**config.mk**
```make
export PLATFORM = sky130hd
export DESIGN_NAME = per_channel_median_filter_core
export DESIGN_NICKNAME = d
export VERILOG_FILES = /design/src/hw/rtl/pcmf_pkg.sv /design/src/hw/rtl/pcmf_cell.sv /design/src/hw/rtl/pcmf_sort_row.sv /design/src/hw/rtl/per_channel_median_filter_core.sv
export SDC_FILE = /design/constraint.sdc
export NUM_CORES = 2
export LEC_CHECK = 0
export BUFFER_PORTS_ARGS = -buffer_cell sky130_fd_sc_hd__buf_2
export CAP_MARGIN = 10
export CORE_AREA = 2 2 531 428
export CTS_CLUSTER_DIAMETER = 40
export DETAILED_ROUTE_END_ITERATION = 8
export DIE_AREA = 0 0 533 430
export PLACE_DENSITY = 0.71
export SLEW_MARGIN = 15
export SYNTH_ARGS = -nofsm -noshare
export SYNTH_HDL_FRONTEND = slang
export SYNTH_SLANG_ARGS = --single-unit
```
**constraint.sdc**
```tcl
create_clock -name aclk -period 4.8 [get_ports aclk]
set_clock_uncertainty 0.05 [all_clocks]
set_input_delay 0.72 -clock aclk [delete_from_list [all_inputs] [get_ports aclk]]
set_output_delay 0.72 -clock aclk [all_outputs]
set_load 0.005 [all_outputs]
```
**src/hw/rtl/pcmf_pkg.sv**
```systemverilog
// Package: constants and request types for the per-channel median filter.
package pcmf_pkg;

    localparam int SAMPLES   = 64;
    localparam int CHANNELS  = 16;
    localparam int IDX_W     = $clog2(SAMPLES);
    localparam int CNT_W     = $clog2(SAMPLES + 1);
    localparam int CH_W      = 4;
    localparam int SMP_W     = 12;
    localparam int RAW_W     = 21;

    typedef struct packed {
        logic [RAW_W-1:0] raw_word;
        logic             last_sample;
    } pcmf_in_t;

    typedef struct packed {
        logic [CH_W-1:0]  channel;
        logic [SMP_W-1:0] median;
        logic             last_of_run;
    } pcmf_out_t;

    // one slot in the cell row
    typedef struct packed {
        logic             valid;
        logic [SMP_W-1:0] sample;
    } pcmf_slot_t;

endpackage

```
**src/hw/rtl/pcmf_cell.sv**
```systemverilog
// Insertion-sort cell: holds one sample, keeps the row ascending.
module pcmf_cell import pcmf_pkg::*; (
    input  logic             aclk,
    input  logic             aresetn,
    input  logic             clear,
    input  logic             ins_valid,
    input  logic [SMP_W-1:0] ins_sample,
    input  pcmf_slot_t       left,
    input  logic             left_greater,
    output logic             greater,
    output pcmf_slot_t       slot
);

    pcmf_slot_t slot_reg;
    pcmf_slot_t slot_next;

    // stored value strictly greater than new one (or empty) => shifts right
    assign greater = !slot_reg.valid || (slot_reg.sample > ins_sample);
    assign slot    = slot_reg;

    always_comb begin
        slot_next = slot_reg;
        if (clear) begin
            slot_next.valid = 1'b0;
        end else if (ins_valid && greater) begin
            if (left_greater) begin
                slot_next = left;
            end else begin
                slot_next.valid  = 1'b1;
                slot_next.sample = ins_sample;
            end
        end
    end

    always_ff @(posedge aclk) begin
        if (!aresetn) begin
            slot_reg.valid <= 1'b0;
        end else begin
            slot_reg.valid <= slot_next.valid;
        end
        slot_reg.sample <= slot_next.sample;
    end

endmodule

```
**src/hw/rtl/pcmf_sort_row.sv**
```systemverilog
// Row of sort cells; reads out the cell at sel_idx (the top passes count/2 for the upper median).
module pcmf_sort_row import pcmf_pkg::*; (
    input  logic             aclk,
    input  logic             aresetn,
    input  logic             clear,
    input  logic             ins_valid,
    input  logic [SMP_W-1:0] ins_sample,
    input  logic [IDX_W-1:0] sel_idx,
    output logic [SMP_W-1:0] sel_sample
);

    pcmf_slot_t slots [SAMPLES];
    logic       gt    [SAMPLES];

    genvar g;
    generate
        for (g = 0; g < SAMPLES; g++) begin : g_cell
            pcmf_cell u_cell (
                .aclk        (aclk),
                .aresetn     (aresetn),
                .clear       (clear),
                .ins_valid   (ins_valid),
                .ins_sample  (ins_sample),
                .left        ((g == 0) ? '0 : slots[(g == 0) ? 0 : g-1]),
                .left_greater((g == 0) ? 1'b0 : gt[(g == 0) ? 0 : g-1]),
                .greater     (gt[g]),
                .slot        (slots[g])
            );
        end
    endgenerate

    assign sel_sample = slots[sel_idx].sample;

endmodule

```
**src/hw/rtl/per_channel_median_filter_core.sv**
```systemverilog
// Top level: sample store, per-channel scan sequencer and result register.
// Words are stored at one per cycle while loading. On the last word the
// block scans channels in ascending order; for each present channel it
// streams the N stored words through a 64-cell insertion-sort row, one
// word per cycle, then reads the cell at count/2. Each present channel
// passes the find, clear, scan and emit states; each absent channel below
// the highest present one passes find only, and an empty block goes from
// find back to load. Input is held off meanwhile. Results sit in an output
// register, so the scan waits only when a result is not taken.
module per_channel_median_filter_core import pcmf_pkg::*; (
    input  logic      aclk,
    input  logic      aresetn,
    input  logic      s_valid,
    output logic      s_ready,
    input  pcmf_in_t  s_data,
    output logic      m_valid,
    input  logic      m_ready,
    output pcmf_out_t m_data
);

    typedef enum logic [2:0] {
        ST_LOAD, ST_FIND, ST_CLEAR, ST_SCAN, ST_EMIT
    } state_t;

    state_t state_reg;

    logic [CH_W+SMP_W-1:0] mem [SAMPLES];
    logic [CH_W+SMP_W-1:0] rd_reg;
    logic [CNT_W-1:0]      fill_reg;
    logic [CHANNELS-1:0]   present_reg;
    logic [CH_W-1:0]       ch_reg;
    logic [CNT_W-1:0]      rd_idx_reg;
    logic                  rd_vld_reg;
    logic [CNT_W-1:0]      n_reg;
    logic                  m_valid_reg;
    pcmf_out_t             m_data_reg;

    logic [4:0]           in_ch;
    logic                 acc;
    logic                 store;
    logic                 ins_valid;
    logic                 clear;
    logic [SMP_W-1:0]     sel_sample;
    logic [IDX_W-1:0]     sel_idx;
    logic [CHANNELS-1:0]  rem_mask;
    logic [CHANNELS-1:0]  later;

    assign in_ch   = s_data.raw_word[20:16];
    assign s_ready = (state_reg == ST_LOAD);
    assign acc     = s_valid && s_ready;
    assign store   = acc && (in_ch < 5'(CHANNELS))
                     && (fill_reg < CNT_W'(SAMPLES));
    assign m_valid = m_valid_reg;
    assign m_data  = m_data_reg;

    assign clear     = (state_reg == ST_CLEAR);
    assign ins_valid = (state_reg == ST_SCAN) && rd_vld_reg
                       && (rd_reg[CH_W+SMP_W-1 -: CH_W] == ch_reg);
    assign sel_idx   = n_reg[IDX_W:1];

    // channels above the current one still present
    always_comb begin
        for (int i = 0; i < CHANNELS; i++) begin
            later[i] = (CH_W'(i) > ch_reg);
        end
        rem_mask = present_reg & later;
    end

    pcmf_sort_row u_row (
        .aclk      (aclk),
        .aresetn   (aresetn),
        .clear     (clear),
        .ins_valid (ins_valid),
        .ins_sample(rd_reg[SMP_W-1:0]),
        .sel_idx   (sel_idx),
        .sel_sample(sel_sample)
    );

    always_ff @(posedge aclk) begin
        if (store) begin
            mem[fill_reg[IDX_W-1:0]] <= {in_ch[CH_W-1:0], s_data.raw_word[SMP_W-1:0]};
        end
        rd_reg <= mem[rd_idx_reg[IDX_W-1:0]];
    end

    always_ff @(posedge aclk) begin
        if (!aresetn) begin
            state_reg   <= ST_LOAD;
            fill_reg    <= '0;
            present_reg <= '0;
            ch_reg      <= '0;
            rd_idx_reg  <= '0;
            rd_vld_reg  <= 1'b0;
            n_reg       <= '0;
            m_valid_reg <= 1'b0;
        end else begin
            if (m_valid_reg && m_ready && (state_reg != ST_EMIT)) begin
                m_valid_reg <= 1'b0;
            end
            case (state_reg)
                ST_LOAD: begin
                    if (store) begin
                        fill_reg    <= fill_reg + 1'b1;
                        present_reg <= present_reg | (CHANNELS'(1) << in_ch[CH_W-1:0]);
                    end
                    if (acc && s_data.last_sample) begin
                        ch_reg    <= '0;
                        state_reg <= ST_FIND;
                    end
                end
                ST_FIND: begin
                    if (present_reg[ch_reg]) begin
                        state_reg <= ST_CLEAR;
                    end else if (rem_mask == '0) begin
                        fill_reg    <= '0;
                        present_reg <= '0;
                        state_reg   <= ST_LOAD;
                    end else begin
                        ch_reg <= ch_reg + 1'b1;
                    end
                end
                ST_CLEAR: begin
                    rd_idx_reg <= '0;
                    rd_vld_reg <= 1'b0;
                    n_reg      <= '0;
                    state_reg  <= ST_SCAN;
                end
                ST_SCAN: begin
                    if (ins_valid) begin
                        n_reg <= n_reg + 1'b1;
                    end
                    if (rd_idx_reg < fill_reg) begin
                        rd_idx_reg <= rd_idx_reg + 1'b1;
                        rd_vld_reg <= 1'b1;
                    end else begin
                        rd_vld_reg <= 1'b0;
                        if (!rd_vld_reg) begin
                            state_reg <= ST_EMIT;
                        end
                    end
                end
                ST_EMIT: begin
                    if (!m_valid_reg || m_ready) begin
                        m_valid_reg            <= 1'b1;
                        m_data_reg.channel     <= ch_reg;
                        m_data_reg.median      <= sel_sample;
                        m_data_reg.last_of_run <= (rem_mask == '0);
                        if (rem_mask == '0) begin
                            fill_reg    <= '0;
                            present_reg <= '0;
                            state_reg   <= ST_LOAD;
                        end else begin
                            ch_reg    <= ch_reg + 1'b1;
                            state_reg <= ST_FIND;
                        end
                    end
                end
                default: state_reg <= ST_LOAD;
            endcase
        end
    end

    a_no_accept_busy: assert property (@(posedge aclk) disable iff (!aresetn)
        (state_reg != ST_LOAD) |-> !s_ready) else $error("input taken while busy");
    a_fill_bound: assert property (@(posedge aclk) disable iff (!aresetn)
        fill_reg <= CNT_W'(SAMPLES)) else $error("fill count overrun");
    a_emit_present: assert property (@(posedge aclk) disable iff (!aresetn)
        (state_reg == ST_EMIT) |-> present_reg[ch_reg]) else $error("emit absent channel");

endmodule

```
==> results.md <==
Worst setup path:
- The nature of the critical path startpoint is a flip-flop.
- The cell repeated most along the worst path is sky130_fd_sc_hd__o21ai_0.
- Of all nets on the critical path, the largest fanout is 23.
- The critical path goes through inv_4, ha_1, nor2b_1, o21a_1, o21ai_0, a211oi_1, a2111oi_0, o21ai_0, buf_4, and2_1.
- For the worst setup path, the data arrival time is between 4 and 5 ns.
- The critical path start-end classification is flip-flop to flip-flop.
- The largest individual stage delay along the critical path comes from the cell sky130_fd_sc_hd__o21ai_0.
- The worst setup path is captured at a flip-flop.
- For the worst setup path, the data required time is 5.16 ns.
- The longest individual stage delay on the worst path is 0.70 ns.

CTS:
- The tree is rooted in a sky130_fd_sc_hd__clkbuf_16.
- The level count of the clock H-tree is 5.
- The count of hold-fix buffers inserted at cts is 0.
- The number of gates given a new drive strength after cts is 0.
- The number of buffers between clock root and the deepest sink is 4.
- The clock sink total is 1935.
- The register clock-pin slew on the reported worst setup and hold paths is 0.06 ns.
- TritonCTS built the clock tree.
- Clock tree synthesis inserted a total of 274 buffers.
- Clock latency on the worst-skew pair, taken at its later pin, is 0.88 ns.
- After clock tree synthesis, the setup repair step added 0 buffers.

Route:
- The detailed router's first-iteration violation count is 7916.
- Dividing the detail-routed wire length by the instance count gives 28.9 µm.
- The post-route DRC violation count is 0.
- The via-per-instance ratio is 6.33.
- The total detailed-routing wirelength is 279 mm.
- The first-pass detailed-route iteration total is 6.
- The residual antenna-violating net count after detailed routing is 0.
- For this block, the via count after detailed routing is ~60000.

Global routing:
- The global routing usage summed across all routing layers is 0.240.
- The met2 track demand over resource in global routing is 0.363.
- The number of antenna violations at the first check in global routing came to 19.
- For this run, global-route usage on met3 was measured as 0.0496.
- Entering global routing, the biggest net connects 69 pins.
- The layer flagged by global routing as most heavily used is met2.
- Summed over all layers, the global routing overflow is 0.
- The global routing usage on met1 is 0.350.
- The first-pass GRT wire length is 412 mm.
- The number of global-route vias before repair is 61500.

Finish:
- The post-synthesis to final-layout area growth is 14.3%.
- The proportion of layout cells with a drive suffix above 1 is 0.325.
- The multi-input combinational cells in the finished layout cover a total of 0.0417 mm².
- The sequential cell area in the final layout is 0.0569 mm².
- The number of filler instances in the final layout is 17800.
- The area of all placed cells without fillers is ~0.11 mm².
- Excluding fillers, the count of instances in the completed layout stands at 9648.
- The number of flip-flops under the largest register name is 1024.
- After the last flow step, the layout net total stands at 7235.

Pwr:
- The share of power burned in registers is 0.405.
- Across the VDD grid, the largest voltage drop is approximately 0.34 mV.
- The part of the total power dissipated in the clock network is 0.440.
- The share of total power dissipated in combinational logic is 0.154.
- The total leakage power is 39.9 nW.
- In this run the power density over the cells is roughly 400 mW/mm².
- Of the total power, the share spent switching nets is 0.273.
- Internal power comes to 33.4 mW.
- The net switching power is approximately 13 mW.
- The design draws 45.9 mW.

Placement:
- The final weighted congestion in routability-driven placement is 0.896.
- The worst slack at placement is 0.773 ns.
- The half-perimeter wire length after detailed placement is roughly 180 mm.
- The total placed instance area is 0.105 mm².
- During placement, the flow inserted port buffers numbering 40.
- The number of cells in the design after placement is 9152.

Synth:
- The count of flip-flops with a built-in enable after synthesis is 1809.
- The share of synthesized area in the top cell type comes to 0.542.
- The commonest cells after synthesis are 1809 x sky130_fd_sc_hd__edfxtp_1, 781 x sky130_fd_sc_hd__ha_1, 756 x sky130_fd_sc_hd__mux2_2.
- Counting every net in the synthesized netlist gives 6983.
- After synthesis, the cell types taking the most area are sky130_fd_sc_hd__edfxtp_1 54%, sky130_fd_sc_hd__mux4_2 13%, sky130_fd_sc_hd__ha_1 9.8%, sky130_fd_sc_hd__mux2_2 8.5%, sky130_fd_sc_hd__dfxtp_1 2.5%.
- The prevailing post-synth register cell is sky130_fd_sc_hd__edfxtp_1.
- The number of library cell types mapped by synthesis is 60.
- Synthesis inferred 1935 register bits.
- The average size of a mapped cell is 16.2 µm².
- sky130_fd_sc_hd__edfxtp_1 takes more of the synthesized area than any other cell.
- Of the synthesized area, sequential elements account for 0.567.
- The total of warnings raised by yosys is 0.
- The share of flip-flops with an asynchronous set or reset after synthesis is 0.
- The cell area after technology mapping is 0.100 mm².
- In the post-synthesis netlist, the cell with the most instances is sky130_fd_sc_hd__edfxtp_1.
- The instance count of the mapped netlist is between 6000 and 7000.

STA:
- The max-slew headroom at the worst pin is 0.196.
- The final number of hold-violating endpoints is 0.
- Across all setup checks in the final design, the least slack found is 0.677 ns.
- The highest clock frequency the design can meet is 243 MHz.
- Setup repair after global routing left no endpoint under its margin.
- The fraction of the cycle the final worst path needs is 0.859.
- The smallest clock period supported by the final layout is computed as 4.12 ns.
- The max-slew violation count is 0.
- At the pin with the least slew margin, the transition time is 1.21 ns.
- Setup violations remaining at the end of the flow were counted as 0.
- The summed negative setup slack over all endpoints is 0 ns.

Floorplan:
- The floorplan has 156 rows.
- The overall die height is 430 µm.
- The die width is 533 µm.
- The starting utilization of the core area is 0.447.
- The die footprint is 0.229 mm².
- The top-level port count is 45.
- The core region area is between 0.2 and 0.25 mm².

Run:
- Max-cap violations in this run came to 0.

Hold path:
- The class of the tightest hold or removal check is input port to flip-flop.

Outcome:
- The run finished with clean final reports.
through the flow:
stage	hold slack, ns	utilization
6_report	0.219	0.511
5_1_grt	0.214	0.511
4_1_cts	0.164	0.510
3_5_place_dp	0.414	0.470
3_3_place_gp	0.404	0.470
2_1_floorplan	0.356	-
per-layer routing:
layer | wire [µm] | up-vias
li1 | - | 25900
met1 | 120000 | 31700
met2 | 125000 | 3049
met3 | 26600 | 464
met4 | 7570 | 16
met5 | 150 | -
cells by family (layout without fill, tap and decap cells):
kind of cell,after synthesis,count (layout),synth area share
AO/OA/AOI/OAI,875,875,0.0577
multiplexers,1350,1350,0.218
other,0,4,0
flip-flops,1935,1935,0.567
buffers and inverters,433,899,0.0170
adder cells (fa/ha/maj),782,782,0.0976
XOR/XNOR,17,17,0.00149
AND/OR/NAND/NOR,784,784,0.0406
worst max-delay path, delay by kind of cell (launching register included):
family                   cells  cell delay (ns)
buffers and inverters        2             0.59
AND/OR/NAND/NOR              2             0.69
flip-flops                   1             0.61
AO/OA/AOI/OAI                5             1.28
adder cells (fa/ha/maj)      1             0.38
final cells by class:
type                    instances  share of cell area
well taps                    3002              0.0328
flip-flops and latches       1935               0.497
multi-input cells            3808               0.364
clock inverters               180              0.0177
repair buffers                309              0.0228
inverters                     100             0.00347
diodes                          4           0.0000874
clock buffers                 310              0.0619
path summary, 6_finish.rpt:
kind	from	endpoint	slack [ns]	cells after the start
min reg2reg	u_row.g_cell[36].u_cell.slot[12]$_SDFFE_PP0P_	u_row.g_cell[37].u_cell.slot[12]$_SDFFE_PP0P_	0.43	2
min	aresetn	state_reg[0]$_SDFFE_PN0P_	0.22	3
max reg2reg	rd_reg[1]$_DFF_P_	u_row.g_cell[2].u_cell.slot[0]$_DFFE_PP_	0.68	10
max	rd_reg[1]$_DFF_P_	u_row.g_cell[2].u_cell.slot[0]$_DFFE_PP_	0.68	10
layout by cell type, fill, tap and decap left out, types with 18 or more instances in the layout:
cell and instances:
sky130_fd_sc_hd__a21oi_1 180, sky130_fd_sc_hd__clkbuf_1 27, sky130_fd_sc_hd__and2_1 18, sky130_fd_sc_hd__dfxtp_1 106, sky130_fd_sc_hd__nand2_1 144, sky130_fd_sc_hd__o21ai_0 156, sky130_fd_sc_hd__nand3_1 24, sky130_fd_sc_hd__inv_6 33
sky130_fd_sc_hd__edfxtp_1 1809, sky130_fd_sc_hd__dfxtp_4 19, sky130_fd_sc_hd__ha_1 781, sky130_fd_sc_hd__buf_4 247, sky130_fd_sc_hd__nand4_1 157, sky130_fd_sc_hd__inv_1 89, sky130_fd_sc_hd__mux4_2 591, sky130_fd_sc_hd__buf_2 32
sky130_fd_sc_hd__bufinv_16 26, sky130_fd_sc_hd__a21o_1 226, sky130_fd_sc_hd__nor3_1 27, sky130_fd_sc_hd__a2111oi_0 24, sky130_fd_sc_hd__and4_1 41, sky130_fd_sc_hd__clkbuf_16 275, sky130_fd_sc_hd__clkinv_4 22, sky130_fd_sc_hd__clkinvlp_4 26
sky130_fd_sc_hd__mux2_2 756, sky130_fd_sc_hd__clkinv_2 28, sky130_fd_sc_hd__o21a_1 170, sky130_fd_sc_hd__nor2_1 227, sky130_fd_sc_hd__clkinv_1 28, sky130_fd_sc_hd__nor2b_1 72, sky130_fd_sc_hd__buf_12 30
power by group through the flow:
stage | Combinational, mW | Clock [mW] | Sequential (mW)
2_1_floorplan | 4.40 | 0 | 18.8
3_3_place_gp | 6.68 | 0 | 19.0
3_5_place_dp | 6.95 | 0 | 19.0
4_1_cts | 7.01 | 20.5 | 18.6
5_1_grt | 7.69 | 21.2 | 18.6
6_report | 7.09 | 20.2 | 18.6
Note: power is estimated with default switching activity, not from simulation.
